File: src/hw/rtl/ttcw_ram.sv
`timescale 1ns / 1ps
// ----------------------------------------------------------------------------
// ttcw_ram
// Generic simple dual-port RAM, one write port, one registered read port.
// ----------------------------------------------------------------------------
module ttcw_ram #(
  parameter int WIDTH = 8,
  parameter int DEPTH = 16
) (
  input  logic                     clk,
  input  logic                     we,
  input  logic [$clog2(DEPTH)-1:0] waddr,
  input  logic [WIDTH-1:0]         wdata,
  input  logic                     re,
  input  logic [$clog2(DEPTH)-1:0] raddr,
  output logic [WIDTH-1:0]         rdata
);

  logic [WIDTH-1:0] mem [DEPTH];

  always_ff @(posedge clk) begin
    if (we) begin
      mem[waddr] <= wdata;
    end
    if (re) begin
      rdata <= mem[raddr];
    end
  end

endmodule

File: config.mk
export PLATFORM = sky130hd
export DESIGN_NAME = ttcw_ram
export DESIGN_NICKNAME = d
export VERILOG_FILES = /design/src/hw/rtl/ttcw_ram.sv
export SDC_FILE = /design/constraint.sdc
export NUM_CORES = 1
export LEC_CHECK = 0
export ABC_AREA = 1
export BUFFER_PORTS_ARGS = -buffer_cell sky130_fd_sc_hd__buf_2
export CORE_MARGIN = 2
export CORE_UTILIZATION = 46
export CTS_CLUSTER_DIAMETER = 40
export CTS_CLUSTER_SIZE = 24
export DETAILED_ROUTE_END_ITERATION = 12
export SLEW_MARGIN = 40
export SYNTH_ARGS = -nofsm -noshare
export SYNTH_HDL_FRONTEND = slang
export SYNTH_SLANG_ARGS = --single-unit
File: constraint.sdc
create_clock -name clk -period 1.1 [get_ports clk]
set_input_delay 0.11 -clock clk [delete_from_list [all_inputs] [get_ports clk]]
set_output_delay 0.11 -clock clk [all_outputs]
set_load 0.01 [all_outputs]
== Yosys cells after proc, flatten, opt, wreduce, memory -nomap -nowiden ==
Memories as Yosys holds them, arrays and structs flattened. A register that Yosys moved wholly into a read port is not among the register bits.
Cells that the tools add are included.

* Bitwise operators: 0
* Add/subtract/negate cells: 0
* Shifts and indexed selects: 0
* Order comparisons: 0
* Equal/unequal tests: 0
* Muxes and demuxes: 2
* Reductions and logical operators: 0
* Multiply operators: 0
* Div/mod/pow operators: 0

{| class="wikitable"
|+ Operators with widths
! cell !! count
|-
| 1-bit 2-to-1 mux || 2
|}

* Bits of input ports: 19
* RAM bits: 128
* Bits in latches: 0
* Memories kept: 1
* Register bits after elaboration: 0
* Word-level logic and storage cells: 3
* Output and inout port bits: 8
* Bits in read-only memories: 0

{| class="wikitable"
|+ Memory list
! memory !! depth !! bits a word !! read ports !! clocked after Yosys merged registers in !! write ports !! line !! text
|-
| mem || 16 || 8 || 1 || 1 || 1 || 19 || <nowiki>logic [WIDTH-1:0] mem [DEPTH];</nowiki>
|}

== Depth between registers and ports, before layout ==
* Depth in word-level cells: 2
* Gate-level depth with buffers: 8
* Gate-level depth less buffers: 7

== Least setup slack after synthesis ==
OpenSTA, ideal clock, no wires.

* Path kind: input -> register
* From: input waddr[3]
* To: memory mem[4][0] (enable)
* Setup time: 0.370 ns
* Arrival: 0.691 ns
* Stages on the path: 2
* Required time: 0.730 ns
* Buffers on the path: 0
* Slack: 0.039 ns
* Cells stage by stage: nand3b_1 -> nor2_1

{| class="wikitable"
|+ RTL lines
! element !! line !! text
|-
| start: declaration || 12 || <nowiki>input logic [$clog2(DEPTH)-1:0] waddr,</nowiki>
|-
| end: declaration || 19 ||
|}

No word-level cell before the write port.

== Worst setup path in the final report ==
* From: register rdata[4], read port of mem
* To: output rdata[4]

{| class="wikitable"
|+ RTL lines
! element !! line !! text
|-
| start: declaration || 16 || <nowiki>output logic [WIDTH-1:0] rdata</nowiki>
|}

No word-level cell between the ends.

==> impl_metrics.py <==
metrics = {
    "outcome": {
        "status": "finished, violations left",
        "violations": "setup timing",
    },
    "logic_synthesis": {
        "synth_top_area_share_pct": 69.8,
        "yosys_warnings": 0,
        "yosys_most_used_dff": "edfxtp_1",
        "seq_area_frac_synth_pct": 69.8,
        "synth_seq_cells": 136,
        "synth_area_per_cell_um2": 10.6,
        "yosysMostFrequentCell": "nand2_1",
        "synth-edff-count": 136,
        "synth.distinct_cells": 11,
        "yosys-top-cells-count": "nand2_1 (173), edfxtp_1 (136), inv_1 (100)",
        "synth_area_um2": 5850,
        "synth.net_count": 570,
        "synth_area_leaders": "edfxtp_1 (70%), nand2_1 (11%), nand3_1 (8.3%), inv_1 (6.4%), buf_6 (1.2%)",
        "async_flop_share_pct": 0,
        "synthCells": 551,
        "synth_area_leader_cell": "edfxtp_1",
    },
    "cells_and_area": {
        "nets": 628,
        "insertedDiodeCount": 0,
        "drive_gt1_share_pct": 18.8,
        "stdcell_area_um2": 7080,
        "syn_to_final_growth_pct": 21.1,
        "utilization_pct": 56.6,
    },
    "placement": {
        "dpl_cell_area_um2": 6390,
        "hpwl_um": 8590,
        "place.gp.congestion": 0.829,
        "dp_slack_ps": -278,
        "portBuffers": 26,
    },
    "route": {
        "vias_per_cell": 4.94,
        "drc": 0,
        "antenna_left": 0,
        "first_pass_iters": 4,
        "vias": 3924,
        "wl_um": 13700,
        "wl_per_cell_um": 17.3,
        "first_iter_violations": 298,
    },
    "worst_setup_path": {
        "arrival_ps": 1010,
        "critical-path-top-delay-family": "flip-flops",
        "crit_slowest_cell": "edfxtp_1",
        "critPathLaunchType": "register",
        "max_stage_delay_ps": 420,
        "critical_path_buf_inv_count": 1,
        "end_kind": "output port",
        "path_cells": "buf_2",
        "crit_required_ps": 990,
        "worstPathMaxFanout": 1,
        "critPathKind": "reg -> out",
    },
    "clock_network": {
        "cts_num_sinks": 136,
        "cts_buffers": 17,
        "clk_pin_slew_worst_paths_ps": 60,
        "cts_setup_buffers": 0,
        "hold_buffers": 0,
        "cts_root_buf": "clkbuf_16",
        "cts_tree": "yes",
        "htreeDepth": 4,
        "insertion_delay_ps": 420,
        "clock_path_buffers": 2,
    },
    "sta": {
        "min_period_over_period_pct": 102,
        "post-route-worst-setup-slack_ps": -23.1,
        "fmax_mhz": 890,
        "setup_viol": 4,
        "clock-skew-final_ps": 9.01,
        "layout_min_cycle_time_ps": 1120,
        "relSlewSlack_pct": 59.2,
        "report.final.hold_viol_count": 0,
        "worst_pin_slew_ps": 610,
        "drv_slew": 0,
        "rsz0062_at_grt": "true",
    },
    "floorplanning": {
        "ios": 27,
        "dieHeight_um": 117,
        "row_count": 41,
        "core_area_um2": 12500,
        "dieArea_um2": 13600,
        "start_util_pct": 46.7,
        "dieWidth_um": 117,
    },
    "power_and_ir_drop": {
        "p_leak_nw": 3.08,
        "vdd_drop_max_uv": 1110,
        "p_total_mw": 12.3,
        "power_density_nw_per_um2": 1740,
    },
    "global_routing": {
        "first_global_vias": 3721,
        "grt_max_degree": 36,
        "grt_pass1_wl_um": 20600,
        "gr-usage-all-layers_pct": 21.8,
        "grt-ovfl-total": 0,
        "antenna_found_initial": 0,
    },
    "run": {
        "cap_violations": 0,
    },
    "min_path": {
        "min_path_type": "in -> reg",
    },
}
-- flip-flops by register name, indices dropped and copies added, names as in the netlist --
register  cells
rdata         8
mem         128
-- worst paths after layout --
kind / startpoint / to / slack (ps) / cells after the start
setup / recovery: rdata[4]$_DFFE_PP_ / rdata[4] / -20 / 1
hold / removal: re / rdata[5]$_DFFE_PP_ / 60 / 1
setup reg to reg: mem[6][5]$_DFFE_PP_ / rdata[5]$_DFFE_PP_ / 0 / 6
hold reg to reg: mem[10][7]$_DFFE_PP_ / rdata[7]$_DFFE_PP_ / 740 / 6
-- final cells by class --
class | instances | area, µm²
clock buffers | 17 | 425
repair buffers | 63 | 495
multi-input cells | 289 | 1320
fillers | 1082 | 5440
clock inverters | 15 | 160
well taps | 172 | 215
flip-flops and latches | 136 | 4080
inverters | 102 | 383
-- where the power goes --
part           switching (mW)  internal, mW  total [mW]  leakage (nW)
Sequential             0.0340          5.84        5.87          1.24
Combinational           0.551         0.277       0.827          1.56
Clock                    2.10          3.52        5.62         0.285
-- per-stage QoR --
stage	std cells	setup TNS (ps)	hold slack, ps
after global placement	762	-2130	481
after detailed placement	762	-2840	487
after CTS	794	-89.8	43.4
after floorplan	551	0	209
after global routing	794	-514	48.5
final	794	-64.9	57.5
-- cells by family (layout without fill, tap and decap cells) --
logic type	after synthesis	in the layout	synth area share, %
buffers and inverters	126	197	9.39
AND/OR/NAND/NOR	289	289	20.8
flip-flops	136	136	69.8
-- what timing repair did --
item,CTS,global route
hold endpoints to repair,0,0
gates cloned,0,0
setup endpoints to repair,8,11
gates resized for setup,7,14
pin swaps,1,8
-- layout by cell type, fill, tap and decap left out --
cell,instances
buf_12,7
buf_2,26
buf_4,30
bufinv_16,3
clkbuf_16,17
clkinv_1,1
clkinv_2,7
clkinv_4,1
clkinvlp_4,3
edfxtp_1,136
inv_1,100
inv_2,2
nand2_1,172
nand2_2,1
nand3_1,77
nand3_2,20
nand3b_1,2
nor2_1,17
-- routing by layer --
metal,up-vias,GRT usage [%],routed length (µm)
met5,-,0,0
met4,0,9.49,315
met3,22,6.85,793
met2,122,34.6,6640
met1,1880,27.6,5960
li1,1900,-,-
Power figures use the tool's default switching activity.
